$ cat config.mk
export PLATFORM = sky130hd
export DESIGN_NAME = free_list_pool_allocator_unit
export DESIGN_NICKNAME = d
export VERILOG_FILES = /design/src/rtl/flpa_pkg.sv /design/src/rtl/flpa_ram.sv /design/src/rtl/free_list_pool_allocator_unit.sv
export VERILOG_INCLUDE_DIRS = /design/src /design/src/rtl
export SDC_FILE = /design/constraint.sdc
export NUM_CORES = 1
export LEC_CHECK = 0
export ABC_AREA = 1
export ABC_CLOCK_PERIOD_IN_PS = 7700
export BUFFER_PORTS_ARGS = -buffer_cell sky130_fd_sc_hd__buf_2
export CAP_MARGIN = 40
export CELL_PAD_IN_SITES_DETAIL_PLACEMENT = 1
export CELL_PAD_IN_SITES_GLOBAL_PLACEMENT = 1
export CORE_UTILIZATION = 54
export DETAILED_ROUTE_END_ITERATION = 16
export GPL_ROUTABILITY_DRIVEN = 0
export PLACE_DENSITY_LB_ADDON = 0.1
export RECOVER_POWER = 50
export SYNTH_ARGS = -nofsm -noshare
export SYNTH_HDL_FRONTEND = slang
export SYNTH_SLANG_ARGS = --single-unit
$ cat constraint.sdc
create_clock -name clk -period 7.7 [get_ports clk]
set_input_delay 0 -clock clk [delete_from_list [all_inputs] [get_ports clk]]
set_output_delay 0 -clock clk [all_outputs]
set_load 0.03 [all_outputs]
$ cat src/rtl/free_list_pool_allocator_unit_defines.svh
// ----------------------------------------------------------------------------
// free_list_pool_allocator_unit_defines
// assertion macros shared by the pool allocator rtl, clocked on clk
// ----------------------------------------------------------------------------
`ifndef FREE_LIST_POOL_ALLOCATOR_UNIT_DEFINES_SVH
`define FREE_LIST_POOL_ALLOCATOR_UNIT_DEFINES_SVH

// checked only out of reset
`define FLPA_ASSERT(lbl, prop, msg) \
	lbl: assert property (@(posedge clk) disable iff (!arst_n) prop) else $error(msg);

// checked on every edge, reset included
`define FLPA_ASSERT_RST(lbl, prop, msg) \
	lbl: assert property (@(posedge clk) prop) else $error(msg);

`endif

$ cat src/rtl/flpa_pkg.sv
// ----------------------------------------------------------------------------
// flpa_pkg
// field widths and codes of the free list pool allocator
// ----------------------------------------------------------------------------
package flpa_pkg;

	localparam int unsigned KIND_W     = 2;
	localparam int unsigned POOL_W     = 7;
	localparam int unsigned NODE_W     = 6;
	localparam int unsigned STATUS_W   = 2;
	localparam int unsigned COUNT_W    = 7;
	localparam int unsigned RESET_POOL = 64;

	// command codes
	localparam logic [KIND_W-1:0] KIND_INIT   = 2'd0;
	localparam logic [KIND_W-1:0] KIND_ALLOC  = 2'd1;
	localparam logic [KIND_W-1:0] KIND_START  = 2'd2;
	localparam logic [KIND_W-1:0] KIND_DECIDE = 2'd3;

	// status codes
	localparam logic [STATUS_W-1:0] STAT_OK     = 2'd0;
	localparam logic [STATUS_W-1:0] STAT_FULL   = 2'd1;
	localparam logic [STATUS_W-1:0] STAT_DONE   = 2'd2;
	localparam logic [STATUS_W-1:0] STAT_DENIED = 2'd3;

endpackage

$ cat src/rtl/flpa_ram.sv
// ----------------------------------------------------------------------------
// flpa_ram
// generic single write, single read ram with registered read data
// ----------------------------------------------------------------------------
module flpa_ram #(
	parameter int unsigned WIDTH = 7,
	parameter int unsigned DEPTH = 64
) (
	input  logic                     clk,
	input  logic                     we,
	input  logic [$clog2(DEPTH)-1:0] waddr,
	input  logic [WIDTH-1:0]         wdata,
	input  logic [$clog2(DEPTH)-1:0] raddr,
	output logic [WIDTH-1:0]         rdata
);

	logic [WIDTH-1:0] mem [DEPTH];

	always_ff @(posedge clk) begin
		if (we) begin
			mem[waddr] <= wdata;
		end
		rdata <= mem[raddr];
	end

endmodule

$ cat src/rtl/free_list_pool_allocator_unit.sv
// ----------------------------------------------------------------------------
// free_list_pool_allocator_unit
// slot pool with a free list, an allocated list and a stepwise filter walk
// ----------------------------------------------------------------------------
// One command word is taken when start is high and busy is low; every
// command gives exactly one result word, shown for a single cycle with
// done high, and the receiver cannot hold it off, so it must take it then.
// Init, start-walk and any refused command finish in S_IDLE; allocate and
// a filter decision pass through S_READ, as they read one link from the
// next-pointer ram; a decision that releases a node behind a kept one also
// passes S_FIX, as it writes two links through the single ram write port.
// The result appears in the cycle after the command finishes, and a new
// command may be taken in that same cycle; after a release behind a kept
// node the result is shown while the predecessor link is written, and busy
// stays high through that write. Init needs no clearing pass at any pool
// size or after reset: a fresh-slot mark stands in for the chained links.
// pool_size is to be written through cfg_we/cfg_wdata only while idle,
// which the block does not enforce; it takes effect at the next init.
// ----------------------------------------------------------------------------
module free_list_pool_allocator_unit #(
	parameter int unsigned MAX_SLOTS = 64
) (
	input  logic                           clk,
	input  logic                           arst_n,
	input  logic                           cfg_we,
	input  logic [flpa_pkg::POOL_W-1:0]    cfg_wdata,
	input  logic                           start,
	output logic                           busy,
	input  logic [flpa_pkg::KIND_W-1:0]    kind,
	input  logic                           keep,
	output logic                           done,
	output logic [flpa_pkg::NODE_W-1:0]    node,
	output logic                           node_valid,
	output logic [flpa_pkg::STATUS_W-1:0]  status,
	output logic [flpa_pkg::COUNT_W-1:0]   free_count,
	output logic [flpa_pkg::COUNT_W-1:0]   allocated_count,
	output logic [flpa_pkg::COUNT_W-1:0]   kept_count
);

	import flpa_pkg::*;
	`include "free_list_pool_allocator_unit_defines.svh"

	// slot index width and pointer width (pointer also holds the null value)
	localparam int unsigned IW = $clog2(MAX_SLOTS);
	localparam int unsigned PW = $clog2(MAX_SLOTS + 1);
	localparam logic [PW-1:0] NIL   = PW'(MAX_SLOTS);
	localparam logic [PW-1:0] RST_N = PW'((RESET_POOL > MAX_SLOTS) ? MAX_SLOTS : RESET_POOL);

	typedef enum logic [1:0] {
		S_IDLE,
		S_READ,
		S_FIX
	} state_t;

	state_t              state_q;
	logic [KIND_W-1:0]   kind_q;
	logic                keep_q;
	logic [IW-1:0]       rd_addr_q;
	logic [POOL_W-1:0]   pool_size_q;

	// list heads and walk position
	logic [PW-1:0]       free_head_q;
	logic [PW-1:0]       alloc_head_q;
	logic [PW-1:0]       walk_cur_q;
	logic [PW-1:0]       walk_prev_q;
	logic                walk_active_q;

	// list lengths
	logic [PW-1:0]       free_total_q;
	logic [PW-1:0]       alloc_total_q;
	logic [PW-1:0]       kept_total_q;

	// slots at or above the fresh mark are untouched since init: their link
	// is the ascending chain of the last init, whatever the ram holds
	logic [PW-1:0]       fresh_q;
	logic [PW-1:0]       init_n_q;

	// result word
	logic                done_q;
	logic [IW-1:0]       node_q;
	logic                node_valid_q;
	logic [STATUS_W-1:0] status_q;

	logic                accept;
	logic [PW-1:0]       n_eff;
	logic [IW-1:0]       rd_addr;
	logic [PW-1:0]       ram_rdata;
	logic [PW-1:0]       rd_ext;
	logic [PW-1:0]       virt_next;
	logic [PW-1:0]       virt_link;
	logic [PW-1:0]       link;
	logic                mem_we;
	logic [IW-1:0]       mem_waddr;
	logic [PW-1:0]       mem_wdata;
	logic [PW:0]         total_sum;
	logic [PW:0]         init_n_ext;

	assign busy   = (state_q != S_IDLE);
	assign accept = start && !busy;

	// pool size clamped into one .. MAX_SLOTS
	always_comb begin
		if (pool_size_q == '0) begin
			n_eff = PW'(1);
		end else if (32'(pool_size_q) > MAX_SLOTS) begin
			n_eff = NIL;
		end else begin
			n_eff = PW'(pool_size_q);
		end
	end

	// link read: free head for allocate, walk node for a decision
	assign rd_addr = (kind == KIND_DECIDE) ? walk_cur_q[IW-1:0] : free_head_q[IW-1:0];

	assign rd_ext    = PW'(rd_addr_q);
	assign virt_next = rd_ext + PW'(1);
	assign virt_link = (virt_next < init_n_q) ? virt_next : NIL;
	assign link      = (rd_ext >= fresh_q) ? virt_link : ram_rdata;

	// write-back: one link per cycle
	always_comb begin
		mem_we    = 1'b0;
		mem_waddr = rd_addr_q;
		mem_wdata = alloc_head_q;
		unique case (state_q)
			S_READ: begin
				if (kind_q == KIND_ALLOC) begin
					// popped slot now heads the allocated list
					mem_we = 1'b1;
				end else if (!keep_q) begin
					// released node goes onto the free list
					mem_we    = 1'b1;
					mem_wdata = free_head_q;
				end
			end
			S_FIX: begin
				// predecessor skips the released node
				mem_we    = 1'b1;
				mem_waddr = walk_prev_q[IW-1:0];
				mem_wdata = walk_cur_q;
			end
			default: begin
			end
		endcase
	end

	flpa_ram #(
		.WIDTH (PW),
		.DEPTH (MAX_SLOTS)
	) u_link_ram (
		.clk   (clk),
		.we    (mem_we),
		.waddr (mem_waddr),
		.wdata (mem_wdata),
		.raddr (rd_addr),
		.rdata (ram_rdata)
	);

	always_ff @(posedge clk or negedge arst_n) begin
		if (!arst_n) begin
			state_q       <= S_IDLE;
			kind_q        <= KIND_INIT;
			keep_q        <= 1'b0;
			rd_addr_q     <= '0;
			pool_size_q   <= POOL_W'(RESET_POOL);
			free_head_q   <= '0;
			alloc_head_q  <= NIL;
			walk_cur_q    <= NIL;
			walk_prev_q   <= NIL;
			walk_active_q <= 1'b0;
			free_total_q  <= RST_N;
			alloc_total_q <= '0;
			kept_total_q  <= '0;
			fresh_q       <= '0;
			init_n_q      <= RST_N;
			done_q        <= 1'b0;
			node_q        <= '0;
			node_valid_q  <= 1'b0;
			status_q      <= STAT_OK;
		end else begin
			done_q <= 1'b0;
			if (cfg_we) begin
				pool_size_q <= cfg_wdata;
			end
			unique case (state_q)
				S_IDLE: begin
					if (accept) begin
						kind_q    <= kind;
						keep_q    <= keep;
						rd_addr_q <= rd_addr;
						unique case (kind)
							KIND_INIT: begin
								free_head_q   <= '0;
								alloc_head_q  <= NIL;
								walk_cur_q    <= NIL;
								walk_prev_q   <= NIL;
								walk_active_q <= 1'b0;
								free_total_q  <= n_eff;
								alloc_total_q <= '0;
								kept_total_q  <= '0;
								fresh_q       <= '0;
								init_n_q      <= n_eff;
								done_q        <= 1'b1;
								node_q        <= '0;
								node_valid_q  <= 1'b0;
								status_q      <= STAT_OK;
							end
							KIND_ALLOC: begin
								if (walk_active_q || free_head_q == NIL) begin
									done_q       <= 1'b1;
									node_q       <= '0;
									node_valid_q <= 1'b0;
									status_q     <= walk_active_q ? STAT_DENIED : STAT_FULL;
								end else begin
									state_q <= S_READ;
								end
							end
							KIND_START: begin
								done_q <= 1'b1;
								if (walk_active_q) begin
									node_q       <= '0;
									node_valid_q <= 1'b0;
									status_q     <= STAT_DENIED;
								end else begin
									kept_total_q <= '0;
									walk_prev_q  <= NIL;
									walk_cur_q   <= alloc_head_q;
									if (alloc_head_q == NIL) begin
										// nothing allocated: walk over at once
										node_q       <= '0;
										node_valid_q <= 1'b0;
										status_q     <= STAT_DONE;
									end else begin
										walk_active_q <= 1'b1;
										node_q        <= alloc_head_q[IW-1:0];
										node_valid_q  <= 1'b1;
										status_q      <= STAT_OK;
									end
								end
							end
							KIND_DECIDE: begin
								if (!walk_active_q || walk_cur_q == NIL) begin
									done_q       <= 1'b1;
									node_q       <= '0;
									node_valid_q <= 1'b0;
									status_q     <= STAT_DENIED;
								end else begin
									state_q <= S_READ;
								end
							end
							default: begin
							end
						endcase
					end
				end
				S_READ: begin
					state_q <= S_IDLE;
					done_q  <= 1'b1;
					if (kind_q == KIND_ALLOC) begin
						free_head_q  <= link;
						alloc_head_q <= rd_ext;
						if (free_total_q != '0) begin
							free_total_q <= free_total_q - PW'(1);
						end
						alloc_total_q <= alloc_total_q + PW'(1);
						if (rd_ext == fresh_q) begin
							fresh_q <= fresh_q + PW'(1);
						end
						node_q       <= rd_addr_q;
						node_valid_q <= 1'b1;
						status_q     <= STAT_OK;
					end else begin
						if (keep_q) begin
							walk_prev_q  <= rd_ext;
							kept_total_q <= kept_total_q + PW'(1);
						end else begin
							if (walk_prev_q == NIL) begin
								alloc_head_q <= link;
							end else begin
								// predecessor link still to write
								state_q <= S_FIX;
							end
							free_head_q  <= rd_ext;
							free_total_q <= free_total_q + PW'(1);
							if (alloc_total_q != '0) begin
								alloc_total_q <= alloc_total_q - PW'(1);
							end
						end
						walk_cur_q <= link;
						if (link == NIL) begin
							walk_active_q <= 1'b0;
							node_q        <= '0;
							node_valid_q  <= 1'b0;
							status_q      <= STAT_DONE;
						end else begin
							node_q       <= link[IW-1:0];
							node_valid_q <= 1'b1;
							status_q     <= STAT_OK;
						end
					end
				end
				S_FIX: begin
					state_q <= S_IDLE;
				end
				default: begin
					state_q <= S_IDLE;
				end
			endcase
		end
	end

	assign done            = done_q;
	assign node            = NODE_W'(node_q);
	assign node_valid      = node_valid_q;
	assign status          = status_q;
	assign free_count      = COUNT_W'(free_total_q);
	assign allocated_count = COUNT_W'(alloc_total_q);
	assign kept_count      = COUNT_W'(kept_total_q);

	// every slot of the pool sits on exactly one list
	assign total_sum  = (PW + 1)'(free_total_q) + (PW + 1)'(alloc_total_q);
	assign init_n_ext = (PW + 1)'(init_n_q);

	`FLPA_ASSERT(a_list_totals, total_sum == init_n_ext, "list lengths do not add up to the pool")
	`FLPA_ASSERT(a_free_empty, (free_head_q == NIL) == (free_total_q == '0), "free head and free count disagree")
	`FLPA_ASSERT(a_walk_node, walk_active_q |-> walk_cur_q != NIL, "active walk without a current node")
	`FLPA_ASSERT(a_fresh_mark, fresh_q <= init_n_q, "fresh slot mark beyond the pool")
	`FLPA_ASSERT(a_done_source, done |-> $past(state_q == S_READ) || $past(accept), "result word without a command")
	`FLPA_ASSERT_RST(a_reset_quiet, !arst_n |=> !busy && !done, "activity during reset")

endmodule

==> summary.md <==
| Metric | Value |
|---|---|
| Avg Cell Area, Syn | 10.7 sq um |
| First-pass GRT wire length | 108,000 microns |
| Switching share of power | 42.5% |
| Mux share of post-synthesis cell area | 0% |
| Hold Fails Final Rpt | 0 |
| Failing checks | capacitance limit, slew limit |
| Mapped Cells | 2,272 |
| Netlist Area Pre-Place | 24,200 sq um |
| Max Freq | 183 MHz |
| FF+latch count, synth | 547 |
| # setup viols final | 0 |
| Ys flop type | edfxtp_1 |
| Maximum clock path buffer count | 3 |
| Vias per Instance | 5.98 |
| Post_cts resized | 0 |
| Chip width | 214 microns |
| Crit share post-route | 70.8% |
| Synth Area in Compound Gates | 10.6% |
| Final Power | 11.8 mW |
| Largest net degree at the start of global routing | 107 |
| Largest fanout on the critical path | 85 |
| Starting density of the core | 54.8% |
| Switching power | 5.00 mW |
| Slew Limit Fails | 337 |
| Tmin final | 5.45 ns |
| Vias in the first global route | 18,430 |
| Reg2Reg Capture Point | u_link_ram.rdata[6]$_DFF_P_ |
| Final WL | 71,600 microns |
| Die ar. | 45,700 sq um |
| Area share of fa/ha/maj cells after synthesis | 1.66% |
| Crit path capture type | flip-flop |
| Slowest cell on crit path | clkbuf_1 |
| Top cells by area, synth | edfxtp_1, dfrtp_1, nand2_1 |
| Cts bufs inserted | 56 |
| CTS tree | built |
| P_int | 6.78 mW |
| Layout net count | 2,381 |
| Post-synthesis async set-or-reset flop share | 16.8% |
| Row count | 77 |
| Setup Crit Path Kind | reg2reg |
| Worst-skew pair later-pin latency | 0.62 ns |
| Finished Layout Cells | 2,973 |
| CP required | 8.24 ns |
| Reg power frac | 36.1% |
| PortBufs | 45 |
| EDFF count, synth | 448 |
| Top delay family on crit path | buffers and inverters |
| Synth Area in XOR/XNOR | 0.253% |
| Area growth, synth to finish | 12.3% |
| DP HPWL | 46,200 microns |
| Worst setup path startpoint | walk_cur_q[0]$_DFFE_PN0P_ |
| Max Cap Violations | 9 |
| Clk pin slew, worst setup/hold paths | 0.06 ns |
| Wire per inst | 24.1 microns |
| Drt drc | 0 |
| Slack of the worst reg-to-reg path | 2.25 ns |
| Vias | 17,784 |
| Core outline area | 44,200 sq um |
| Clock Tree Root | clkbuf_16 |
| Crit path largest cell delay | 2.64 ns |
| Worst hold path class | in2reg |
| Rel. slew slack | -145% |
| Crit path DAT | 5.99 ns |
| Area of the multi-input gates | 6960 sq um |
| Share of total power in the clock network | 22.3% |
| DRT Pass-1 Iters | 5 |
| RSZ-0062 raised after global routing | false |
| Main combinational cell family by area after synthesis | simple AND/OR/NAND/NOR gates |
| Top cell by count, worst path | nand3_1 |
| Die Span Y | 214 microns |
| Path depth of the worst reg2reg path | 8 |
| Grt ovf | 0 |
| WHS | 0.182 ns |
| Syn Nets | 2,317 |
| FF-to-FF Start | walk_cur_q[0]$_DFFE_PN0P_ |
| Fin Clk Skew | 0.0209 ns |
| Fraction of the mapped netlist area in simple logic gates | 16.0% |
| Status | finished with violations |
| 1st-iter DRT viols | 1,755 |
| Sequential share of the synthesized area | 65.7% |
| Leak | 10.2 nW |
| Post-Place Cells | 2,841 |
| Setup crit start kind | flip-flop |
| Yosys top cell by area | edfxtp_1 |
| Antenna Violating Nets Remaining | 0 |
| Slew at the pin with the worst max-slew slack | 3.67 ns |
| Crit. path cell count | 8 |
| GRT Overall Usage | 32.0% |
| Fill cell count | 4,667 |
| Crit-path cells | o21ai_4 -> clkbuf_1 -> o21ai_0 -> o211ai_1 -> nand3_1 -> nand3_1 -> nand3_1 -> nand2_1 |
| Synth warnings | 0 |
| PwrDens | 433 nW/um^2 |
| H-tree depth | 2 |
| FF+latch area | 15,900 sq um |
| Post-route setup TNS | 0 ns |
| Worst VDD drop | 307 uV |
| Combinational share of power | 41.6% |
| Share of layout cells above drive strength 1 | 6.13% |
| Crit path buf inv count | 1 |
| Boundary pin count | 46 |
| Worst setup path end | u_link_ram.rdata[6]$_DFF_P_ |
| Num Clock Sinks | 547 |
| Initial antenna violation count | 1 |
| Synth unique cells | 47 |
| Top cell type's share of synthesized area | 55.5% |
## layer usage
| layer | up-vias | GRT usage (%) | share of wire, % |
|---|---|---|---|
| li1 | 8078 | - | - |
| met1 | 8855 | 41.5 | 41 |
| met2 | 680 | 54.5 | 49 |
| met3 | 171 | 4.14 | 6.0 |
| met4 | 0 | 13.4 | 3.8 |
| met5 | - | 0 | 0 |
## synthesized netlist by cell type, types with 7 or more instances
| cell | count |
|---|---|
| a21oi_1 | 34 |
| edfxtp_1 | 448 |
| nand2_1 | 351 |
| inv_1 | 228 |
| dfrtp_1 | 86 |
| buf_2 | 64 |
| buf_4 | 11 |
| dfxtp_1 | 7 |
| o22ai_1 | 12 |
| o211ai_1 | 129 |
| nor3_1 | 9 |
| o21ai_0 | 204 |
| nand3_1 | 217 |
| ha_1 | 29 |
| o21ai_1 | 17 |
| clkbuf_1 | 28 |
| nand4_1 | 23 |
| a31oi_1 | 7 |
| nor2_1 | 301 |
## worst reg2reg max path, stage by stage, from the launching register on
cell and delay, ns:
dfrtp_1 0.42, o21ai_4 0.73, clkbuf_1 2.64, o21ai_0 0.51, o211ai_1 0.37, nand3_1 0.15
nand3_1 0.20, nand3_1 0.18, nand2_1 0.15
## cell families (layout without fill, tap and decap cells)
group | count (synthesis) | in the layout
XOR/XNOR | 7 | 7
buffers and inverters | 345 | 453
other | 0 | 1
adder cells (fa/ha/maj) | 31 | 31
AO/OA/AOI/OAI | 423 | 423
AND/OR/NAND/NOR | 919 | 919
flip-flops | 547 | 547
## power groups by stage
stage                     sequential (mW)  combinational [mW]  clock (mW)
after floorplan                      4.43                2.76           0
after global placement               4.30                4.42           0
after detailed placement             4.29                4.83           0
after CTS                            4.23                4.91        2.65
after global routing                 4.29                5.30        2.75
final                                4.26                4.90        2.63
## state kept, by name, summed over array words and instances, names as in the netlist, 2 cells and up
register,cells
alloc_head_q,7
status,2
kept_count,7
u_link_ram.mem,448
walk_cur_q,7
pool_size_q,7
node,6
state_q,2
free_count,7
walk_prev_q,7
allocated_count,7
kind_q,2
init_n_q,7
rd_addr_q,6
free_head_q,7
fresh_q,7
u_link_ram.rdata,7
## placed cells by master, fill, tap and decap left out, types with 13 or more instances in the layout
cell type,netlist,final
nand2_1,351,354
edfxtp_1,448,448
clkbuf_16,0,57
clkinv_1,3,13
inv_1,228,229
o21ai_0,204,201
nor2_1,301,302
dfrtp_1,86,86
a21oi_1,34,35
clkbuf_1,28,61
nand3_1,217,217
nand4_1,23,23
ha_1,29,29
dlygate4sd3_1,0,28
o211ai_1,129,129
## how the worst min path moves through the flow
stage                       from                          end  depth (start not counted)
after floorplan           arst_n  alloc_head_q[0]$_DFFE_PN0P_                          0
after global placement    arst_n   pool_size_q[1]$_DFFE_PN0P_                          1
after detailed placement  arst_n   pool_size_q[5]$_DFFE_PN0P_                          1
after CTS                   keep           keep_q$_DFFE_PN0P_                          4
after global routing        keep           keep_q$_DFFE_PN0P_                          4
final                       keep           keep_q$_DFFE_PN0P_                          4
## layout make-up
| cell class | count | share of cell area [%] |
|---|---|---|
| Timing Repair Buffer | 115 | 3.50 |
| Sequential cell | 547 | 58.5 |
| Antenna cell | 1 | 0.00920 |
| Clock buffer | 71 | 5.44 |
| Multi-Input combinational cell | 1380 | 25.6 |
| Inverter | 236 | 3.27 |
| Clock inverter | 31 | 0.985 |
| Tap cell | 592 | 2.72 |
## what timing repair did
item,CTS,global route
setup buffers,0,0
hold buffers,29,0
hold endpoints to repair,58,0
## through the flow
step	utilization [%]	instance area (sq um)	setup slack (ns)
finish	61.5	27200	2.25
global route	61.5	27200	1.93
CTS	61.8	27300	3.47
detailed placement	57.1	25300	3.48
global placement	56.3	24900	3.20
floorplan	-	24200	3.19
(Power assumes the default switching activity.)
